File: src/rtl/core/union_find_connectivity_defines.svh
// assertion macros for the union-find connectivity block
// included by the top level only, no other dependencies
`ifndef UNION_FIND_CONNECTIVITY_DEFINES_SVH
`define UNION_FIND_CONNECTIVITY_DEFINES_SVH

`ifndef SYNTHESIS

// same-cycle implication, disabled during reset
`define UF_ASSERT_SAME(lbl, clk, rstn, ante, cons) \
  lbl: assert property (@(posedge clk) disable iff (!rstn) (ante) |-> (cons)) \
    else $error("uf same-cycle check failed");

// next-cycle implication, disabled during reset
`define UF_ASSERT_NEXT(lbl, clk, rstn, ante, cons) \
  lbl: assert property (@(posedge clk) disable iff (!rstn) (ante) |=> (cons)) \
    else $error("uf next-cycle check failed");

`else

`define UF_ASSERT_SAME(lbl, clk, rstn, ante, cons)
`define UF_ASSERT_NEXT(lbl, clk, rstn, ante, cons)

`endif

`endif

File: src/rtl/core/uf_pkg.sv
// shared types and constants for the union-find connectivity block
// no dependencies; used by uf_ctrl, uf_dp and the top level
`timescale 1ns / 1ps
`default_nettype none

package uf_pkg;

  localparam int unsigned MAX_ITEMS = 1024;
  localparam int unsigned ITEM_W    = 10;
  localparam int unsigned CNT_W     = 11;
  localparam int unsigned SIZE_W    = 11;
  localparam int unsigned UNION_W   = 10;
  localparam int unsigned PAIR_W    = 16;

  localparam logic [CNT_W-1:0]   ITEM_COUNT_RST = CNT_W'(MAX_ITEMS);
  localparam logic [UNION_W-1:0] UNIONS_MAX     = '1;
  localparam logic [PAIR_W-1:0]  PAIRS_MAX      = '1;

  typedef enum logic {
    OP_CONNECT = 1'b0,
    OP_CLEAR   = 1'b1
  } uf_op_e;

  typedef enum logic [1:0] {
    K_CLEAR,
    K_OOR,
    K_JOINED,
    K_MERGED
  } uf_kind_e;

  typedef enum logic [3:0] {
    S_SWEEP,
    S_IDLE,
    S_DECODE,
    S_FIND_RD,
    S_FIND_CHK1,
    S_FIND_CHK2,
    S_SIZE_P,
    S_SIZE_Q,
    S_UNION,
    S_RESP
  } uf_state_e;

  typedef struct packed {
    logic              operation;
    logic [ITEM_W-1:0] first_item;
    logic [ITEM_W-1:0] second_item;
  } uf_in_t;

  typedef struct packed {
    logic               already_joined;
    logic               merged;
    logic               out_of_range;
    logic [UNION_W-1:0] union_total;
    logic [PAIR_W-1:0]  pair_total;
    logic               all_joined;
  } uf_out_t;

  typedef struct packed {
    logic     load_in;
    logic     clear_cnt;
    logic     sweep_wr;
    logic     walk_first;
    logic     walk_second;
    logic     rd_node;
    logic     save_root;
    logic     side;
    logic     hop1;
    logic     hop2;
    logic     size_rd_p;
    logic     size_rd_q;
    logic     union_wr;
    logic     load_out;
    uf_kind_e kind;
  } uf_cmd_t;

  typedef struct packed {
    logic is_clear;
    logic oor;
    logic walk_root;
    logic same_root;
    logic sweep_last;
    logic out_free;
  } uf_stat_t;

endpackage

`default_nettype wire

File: src/rtl/core/uf_ctrl.sv
// sequencing state machine for the union-find block
// depends on uf_pkg; drives uf_dp through command and status structs
`timescale 1ns / 1ps
`default_nettype none

module uf_ctrl (
  input  logic           clk_i,
  input  logic           rst_ni,
  input  logic           in_valid_i,
  output logic           in_stall_o,
  input  uf_pkg::uf_stat_t stat_i,
  output uf_pkg::uf_cmd_t  cmd_o
);

  uf_pkg::uf_state_e state_q, state_d;
  uf_pkg::uf_kind_e  kind_q, kind_d;
  logic              side_q, side_d;
  logic              clr_q, clr_d;

  always_ff @(posedge clk_i or negedge rst_ni) begin
    if (!rst_ni) begin
      state_q <= uf_pkg::S_SWEEP;
      kind_q  <= uf_pkg::K_CLEAR;
      side_q  <= 1'b0;
      clr_q   <= 1'b0;
    end else begin
      state_q <= state_d;
      kind_q  <= kind_d;
      side_q  <= side_d;
      clr_q   <= clr_d;
    end
  end

  // next state
  always_comb begin
    state_d = state_q;
    kind_d  = kind_q;
    side_d  = side_q;
    clr_d   = clr_q;
    case (state_q)
      uf_pkg::S_SWEEP: begin
        if (stat_i.sweep_last) begin
          state_d = clr_q ? uf_pkg::S_RESP : uf_pkg::S_IDLE;
        end
      end
      uf_pkg::S_IDLE: begin
        if (in_valid_i) begin
          state_d = uf_pkg::S_DECODE;
        end
      end
      uf_pkg::S_DECODE: begin
        if (stat_i.is_clear) begin
          clr_d   = 1'b1;
          kind_d  = uf_pkg::K_CLEAR;
          state_d = uf_pkg::S_SWEEP;
        end else if (stat_i.oor) begin
          kind_d  = uf_pkg::K_OOR;
          state_d = uf_pkg::S_RESP;
        end else begin
          side_d  = 1'b0;
          state_d = uf_pkg::S_FIND_RD;
        end
      end
      uf_pkg::S_FIND_RD: begin
        state_d = uf_pkg::S_FIND_CHK1;
      end
      uf_pkg::S_FIND_CHK1: begin
        if (stat_i.walk_root) begin
          if (!side_q) begin
            side_d  = 1'b1;
            state_d = uf_pkg::S_FIND_RD;
          end else if (stat_i.same_root) begin
            kind_d  = uf_pkg::K_JOINED;
            state_d = uf_pkg::S_RESP;
          end else begin
            state_d = uf_pkg::S_SIZE_P;
          end
        end else begin
          state_d = uf_pkg::S_FIND_CHK2;
        end
      end
      uf_pkg::S_FIND_CHK2: begin
        state_d = uf_pkg::S_FIND_CHK1;
      end
      uf_pkg::S_SIZE_P: begin
        state_d = uf_pkg::S_SIZE_Q;
      end
      uf_pkg::S_SIZE_Q: begin
        state_d = uf_pkg::S_UNION;
      end
      uf_pkg::S_UNION: begin
        kind_d  = uf_pkg::K_MERGED;
        state_d = uf_pkg::S_RESP;
      end
      uf_pkg::S_RESP: begin
        if (stat_i.out_free) begin
          clr_d   = 1'b0;
          state_d = uf_pkg::S_IDLE;
        end
      end
      default: begin
        state_d = uf_pkg::S_IDLE;
      end
    endcase
  end

  // outputs
  always_comb begin
    cmd_o      = '0;
    cmd_o.kind = kind_q;
    cmd_o.side = side_q;
    in_stall_o = 1'b1;
    case (state_q)
      uf_pkg::S_SWEEP: begin
        cmd_o.sweep_wr = 1'b1;
      end
      uf_pkg::S_IDLE: begin
        in_stall_o    = 1'b0;
        cmd_o.load_in = in_valid_i;
      end
      uf_pkg::S_DECODE: begin
        if (stat_i.is_clear) begin
          cmd_o.clear_cnt = 1'b1;
        end else if (!stat_i.oor) begin
          cmd_o.walk_first = 1'b1;
        end
      end
      uf_pkg::S_FIND_RD: begin
        cmd_o.rd_node = 1'b1;
      end
      uf_pkg::S_FIND_CHK1: begin
        if (stat_i.walk_root) begin
          cmd_o.save_root   = 1'b1;
          cmd_o.walk_second = !side_q;
        end else begin
          cmd_o.hop1 = 1'b1;
        end
      end
      uf_pkg::S_FIND_CHK2: begin
        cmd_o.hop2 = 1'b1;
      end
      uf_pkg::S_SIZE_P: begin
        cmd_o.size_rd_p = 1'b1;
      end
      uf_pkg::S_SIZE_Q: begin
        cmd_o.size_rd_q = 1'b1;
      end
      uf_pkg::S_UNION: begin
        cmd_o.union_wr = 1'b1;
      end
      uf_pkg::S_RESP: begin
        cmd_o.load_out = stat_i.out_free;
      end
      default: begin
        cmd_o.load_in = 1'b0;
      end
    endcase
  end

endmodule

`default_nettype wire

File: config.mk
export PLATFORM = sky130hd
export DESIGN_NAME = uf_ctrl
export DESIGN_NICKNAME = d
export VERILOG_FILES = /design/src/rtl/core/union_find_connectivity_defines.svh /design/src/rtl/core/uf_pkg.sv /design/src/rtl/core/uf_ctrl.sv
export SDC_FILE = /design/constraint.sdc
export NUM_CORES = 1
export LEC_CHECK = 0
export ABC_AREA = 1
export BUFFER_PORTS_ARGS = -buffer_cell sky130_fd_sc_hd__buf_4
export CORE_MARGIN = 5
export CORE_UTILIZATION = 35
export DETAILED_ROUTE_END_ITERATION = 7
export PLACE_DENSITY_LB_ADDON = 0.3
export REMOVE_ABC_BUFFERS = 1
export SETUP_SLACK_MARGIN = 0.4
export SYNTH_ARGS = -nofsm -noshare
export SYNTH_HDL_FRONTEND = slang
export SYNTH_SLANG_ARGS = --single-unit
File: constraint.sdc
create_clock -name clk_i -period 1.3 [get_ports clk_i]
set_input_delay 0.13 -clock clk_i [delete_from_list [all_inputs] [get_ports clk_i]]
set_output_delay 0.13 -clock clk_i [all_outputs]
set_load 0.02 [all_outputs]
==> flow_summary.ini, run 1 <==
[sta]
drv_slew = 0
slew-limit-headroom_pct = 84.67
finalSetupViolCount = 19
finClkSkew_ps = 7.109
rsz0062_at_grt = yes
tns_ps = -2722
worst_slew_pin_slew_ps = 229.4
timing.final.crit_share_pct = 115.1
fmax_mhz = 668.3
finalHoldViolations = 0
setup_ws_ps = -196.2
period_minus_slack_ps = 1496

[layout]
layout-drive-gt1-share_pct = 56.71
layout.nets = 175
mostFrequentLayoutCells = 37 x buf_4, 24 x nand2_1, 19 x buf_6
syn_to_final_growth_pct = 112.0
nFillCells = 108
final_common_cell = buf_4
fin_cells = 189
diodes = 0

[cts]
clock_sinks = 8
max-clock-path-buffers = 2
cts_htree_levels = 1
cts_buffers = 3
insertion_delay_ps = 270
cts_tree = built
path_clk_slew_ps = 60
root_buffer = clkbuf_4

[global_routing]
first_global_vias = 798
grt_max_degree = 9
antenna_found_initial = 0
overflow = 0
grt_pass1_wl_um = 3387
grt_use_total_pct = 16.85

[flow_run]
max-cap-violations = 0

[logic_synthesis]
ys_types = 15
synthTopCellsByArea = dfrtp_1 32%, nand2_1 19%, inv_1 12%
synth_area_sq_um = 616.8
synth_top_area_cell = dfrtp_1
yosysTopAreaCellShare_pct = 32.45
ys_ff_latch = 8
syn_inst = 105
synth_warnings = 0
muxShareOfSynthArea_pct = 0
postSynthAreaPerCell_sq_um = 5.875
ys_seq_area_share_pct = 32.45
synth_compound_area_share_pct = 5.071
yosys.area_share.adder_pct = 0
synth_simple_gate_area_share_pct = 49.09
synth_xor_xnor_area_share_pct = 0
synth_top_family_by_area = simple AND/OR/NAND/NOR gates

[status]
outcome = complete, but fails checks
violations = negative setup slack

[drt]
vias_per_cell = 4.958
vias = 937
first_pass_iters = 4
wl_um = 2778
ant_nets = 0
drc = 0
wire_per_inst_um = 14.70
drtIter0Drc = 21

[setup_path]
reg2reg_slack_ps = -120
critPathLaunchType = register
cp_slowest_cell = dfrtp_1
critPathBufInv = 2
cp-end-kind = output pin
cp.arrival_ps = 1370
crit_fanout = 5
max_stage_delay_ps = 430
crit_type = register to output pin
r2r_cells = 9
worstPathCellList = inv_2, nand2_4, nor2_4, nand2_2, nor2_1, buf_4
r2r_end = state_q[0]
critPathRequiredTime_ps = 1170
critPathTopFamily = flip-flops
timing.rr.start = state_q[1]

[min_path]
min-delay-start = stat_i[5]
hp-class = primary input to register
hold_path_depth = 4
min_to = kind_q[0]

[floorplanning]
initial_core_util_pct = 36.12
ioPinCount = 26
dieHeight_um = 51.98
coreArea_sq_mm = 0.001708
rows = 15
dieArea_sq_mm = 0.002702
chipWidth_um = 51.98

[placement]
place_hpwl_um = 1376
port_buffers = 25
gp_congestion = 0.7858
dp_cells = 159

[pwr]
peakVddDrop_uv = 1617
powerDensity_mw_per_mm2 = 2220
p_leak_uw = 0.0007282
power_uw = 2903
worst reg2reg max path: cells and delay by family (launching register included):
| family | cells | cell delay (ps) |
|---|---|---|
| simple gates | 6 | 480 |
| flops | 1 | 450 |
| buf+inv | 3 | 380 |
logic make-up after synthesis:
| group | after synthesis |
|---|---|
| buffers and inverters | 21 |
| and+or+nand+nor | 70 |
| DFF | 8 |
| AOI/OAI and AO/OA | 6 |
cell type report:
class / count / area (sq um) / share of cell area (%)
clock buffer: 3 / 22.52 / 1.722
multi-input combinational: 76 / 466.7 / 35.69
tap: 25 / 31.28 / 2.392
inverter: 20 / 80.08 / 6.124
sequential: 8 / 205.2 / 15.69
timing repair buffer: 57 / 501.7 / 38.37
metal layers:
metal	routed length, um	GRT usage, %	up-vias
met3	151	3.438	10
met5	0	0	-
met1	1150	20.53	441
met2	1397	29.29	43
li1	-	-	443
met4	78	5.240	0
Yosys cell counts:
cell type	instances
nand3_2	1
nand3_1	10
o21ai_0	2
nor2_2	2
o22ai_1	1
nor3_1	3
nand2_1	31
inv_1	20
nand4_1	1
a21oi_1	3
nor2_1	20
buf_4	1
nor3_2	1
nand3b_1	1
dfrtp_1	8
state kept, by name, indices dropped and copies added (netlist names):
register,cells
side_q,1
kind_q,2
state_q,4
clr_q,1
worst max-delay path by stage:
stage / start / end / slack [ps] / depth (start not counted)
final: state_q[0] / cmd_o[11] / -200 / 6
after CTS: state_q[0] / cmd_o[11] / -150 / 6
after detailed placement: state_q[0] / state_q[0] / 50 / 7
after global placement: state_q[0] / state_q[0] / 50 / 7
after floorplan: state_q[3] / state_q[3] / -100 / 7
after global routing: state_q[0] / cmd_o[11] / -250 / 6
power breakdown:
group / internal, uW / switching, uW
Clock: 107 / 99.6
Combinational: 1010 / 1180
Sequential: 374 / 140
Total: 1490 / 1410
per-stage QoR:
| stage | hold slack, ps | cell area, sq um | worst slack (ps) | utilization [%] |
|---|---|---|---|---|
| 2_1_floorplan | -165.6 | 609.3 | -102.8 | - |
| 4_1_cts | 183.4 | 1116 | -149.0 | 65.35 |
| 6_report | 176.0 | 1308 | -196.2 | 76.56 |
| 5_1_grt | 205.8 | 1308 | -252.7 | 76.56 |
| 3_5_place_dp | -40.88 | 865.8 | 48.84 | 50.70 |
| 3_3_place_gp | -42.11 | 865.8 | 46.30 | 50.70 |
repair_timing:
| action | in CTS | in global routing |
|---|---|---|
| hold buffers | 1 | 0 |
| endpoints found under the hold margin | 8 | 0 |
| setup buffers | 12 | 14 |
| pin swaps | 10 | 8 |
| gates resized for setup | 38 | 28 |
| setup endpoints to repair | 25 | 25 |
Note: power is estimated with default switching activity, not from simulation.
==> run 2, diff against run 1 <==
--- a/config.mk
+++ b/config.mk
@@ -5,7 +5,6 @@
 export SDC_FILE = /design/constraint.sdc
 export NUM_CORES = 1
 export LEC_CHECK = 0
-export ABC_AREA = 1
 export BUFFER_PORTS_ARGS = -buffer_cell sky130_fd_sc_hd__buf_4
 export CORE_MARGIN = 5
 export CORE_UTILIZATION = 35
==> run 2 against run 1 <==
  * The run still ends with negative setup slack left
  * Register-to-register slack lost 210 ps
  * Count of clock-buffer cells in the layout is the same
  * Worst hold slack lost 27 ps
  * Final cell count shrank 0.53%
  * Clock skew shrank 4.0 ps
  * Routed wire length grew 28%
  * Sequential share of layout area shrank 3.1 points
  * Die area grew 9.8%
  * Non-clock buffer count grew 18
  * Global-route usage grew 3.1 points
  * Critical path depth is the same
==> flow_summary.ini, run 2 <==
[status]
outcome = complete, but fails checks
violations = negative setup slack

[sta]
finClkSkew_ps = 3.061
setup_ws_ps = -329.9
fmax_mhz = 613.5
slew-limit-headroom_pct = 79.01
finalHoldViolations = 0
period_minus_slack_ps = 1630
rsz0062_at_grt = yes
finalSetupViolCount = 21
drv_slew = 0
tns_ps = -4741
timing.final.crit_share_pct = 125.4
worst_slew_pin_slew_ps = 310.7

[logic_synthesis]
syn_inst = 91
ys_ff_latch = 8
synth_edf_count = 0
synth_ff_type = dfrtp_1
ys_types = 35
async_reset_ff_share_pct = 100.0
synth.most_common_cell = nor2_1
netlist_top_cells_count = 12 x nor2_1, 9 x nand2_1, 8 x dfrtp_1, 7 x a21oi_1
synth_area_sq_um = 691.9
postSynthAreaPerCell_sq_um = 7.603
synthTopCellsByArea = dfrtp_1 29%, nor2_1 6.5%, a21oi_1 5.1%
synth_warnings = 0
ys_seq_area_share_pct = 28.93
yosysTopAreaCellShare_pct = 28.93
synth_top_area_cell = dfrtp_1

[global_routing]
grt_use_met2_pct = 36.06
grt_use_total_pct = 19.98
antenna_found_initial = 0
grt_max_degree = 9
grt_pass1_wl_um = 4271
grt_use_met3_pct = 3.542
overflow = 0
grt_busiest_layer = met2
first_global_vias = 953
use_met1_pct = 24.01

[cts]
cts_tree = built
clock_sinks = 8
cts_htree_levels = 1
insertion_delay_ps = 260
cts_buffers = 3
path_clk_slew_ps = 60
root_buffer = clkbuf_4
max-clock-path-buffers = 2

[min_path]
min-delay-start = stat_i[1]
hp-class = primary input to register
min_to = state_q[0]
hold_path_depth = 3

[layout]
largest_reg_flops = 4
top_regs = state_q: 4 flops, kind_q: 2 flops
layout-drive-gt1-share_pct = 73.29
top_register = state_q
mostFrequentLayoutCells = 41 x buf_4, 31 x buf_6, 6 x nand2_1
layout.nets = 172
final_common_cell = buf_4
utilization_pct = 84.77
diodes = 0
syn_to_final_growth_pct = 135.4

[setup_path]
reg2reg_slack_ps = -330
crit_fanout = 6
cp_common_cell = buf_6
max_stage_delay_ps = 460
cp_slowest_cell = dfrtp_2
cp-end-kind = output pin
r2r_end = kind_q[0]
r2r_cells = 7
crit_type = register to output pin
worstPathCellList = buf_6, nor4b_4, nand2_1, buf_6, inv_2, buf_6
cp.arrival_ps = 1500
critPathRequiredTime_ps = 1170
timing.rr.start = state_q[1]
critPathLaunchType = register

[floorplanning]
initial_core_util_pct = 36.00
dieHeight_um = 54.46
chipWidth_um = 54.46
ioPinCount = 26
coreArea_sq_mm = 0.001922
rows = 16
dieArea_sq_mm = 0.002966

[pwr]
p_leak_uw = 0.0007512
powerDensity_mw_per_mm2 = 2332
peakVddDrop_uv = 1835

[placement]
gp_congestion = 0.9258
place_ws_ps = -224.2
port_buffers = 25
place_hpwl_um = 1789

[drt]
vias_per_cell = 5.511
first_pass_iters = 5
wl_um = 3558
vias = 1036
ant_nets = 0
wire_per_inst_um = 18.93
drtIter0Drc = 29
drc = 0

[flow_run]
max-cap-violations = 0
-- run 2: cell count changes after synthesis, moves of 4 or more --
cell / delta
nand2_1: -22
inv_1: -15
nand3_1: -8
nor2_1: -8
buf_2: +5
a21oi_1: +4
nor2b_1: +4
-- run 2: layer usage --
layer  up-vias  wire (um)
li1        472          -
met1       503       1441
met5         -          0
met4         0         95
met2        44       1790
met3        17        230
-- run 2: layout make-up --
cell class	instances	area, sq um
multi-input cells	70	646.9
repair buffers	75	701.9
well taps	27	33.78
flip-flops and latches	8	205.2
fillers	104	292.8
inverters	5	18.77
clock buffers	3	22.52
-- run 2: worst max-delay path: cells and delay by family, from the launching register on --
family	cells	cell delay (ps)
flops	1	460
simple gates	2	370
buf+inv	4	400
-- run 2: power breakdown --
part | total, uW | switching (uW) | leakage [uW] | internal [uW]
combinational | 3070 | 1440 | 0.000648 | 1630
sequential | 524 | 158 | 0.0000896 | 366
clock | 210 | 103 | 0.0000138 | 107
-- run 2: how the worst max path moves through the flow --
| stage | start | slack (ps) | depth (start not counted) | endpoint |
|---|---|---|---|---|
| after detailed placement | state_q[0] | -220 | 3 | cmd_o[11] |
| after global placement | state_q[1] | -180 | 5 | state_q[0] |
| final | state_q[1] | -330 | 6 | cmd_o[12] |
| after floorplan | state_q[0] | -450 | 2 | cmd_o[11] |
| after CTS | state_q[0] | -280 | 4 | cmd_o[14] |
| after global routing | state_q[1] | -410 | 7 | kind_q[0] |
-- run 2: through the flow --
stage          total power, uW  instances  cell area, sq um  hold WS (ps)
3_3_place_gp              2173        163              1076        -43.05
2_1_floorplan             1340         83             644.4        -165.6
6_report                  3800        188              1629         148.6
4_1_cts                   2927        180              1358         144.2
3_5_place_dp              2204        163              1076        -40.22
5_1_grt                   3994        188              1629         157.3
-- run 2: cell families (layout without fill, tap and decap cells) --
kind of cell / Yosys count / count (layout) / synth area share, %
and+or+nand+nor: 48 / 48 / 39.24
AOI/OAI and AO/OA: 22 / 22 / 22.24
buffers and inverters: 13 / 83 / 9.584
DFF: 8 / 8 / 28.93
-- run 2: timing repair --
item	in CTS	in global routing
setup endpoints to repair	25	25
hold endpoints to repair	8	0
hold buffers	1	0
pin swaps	7	11
gates resized for setup	41	49
setup buffers	13	8
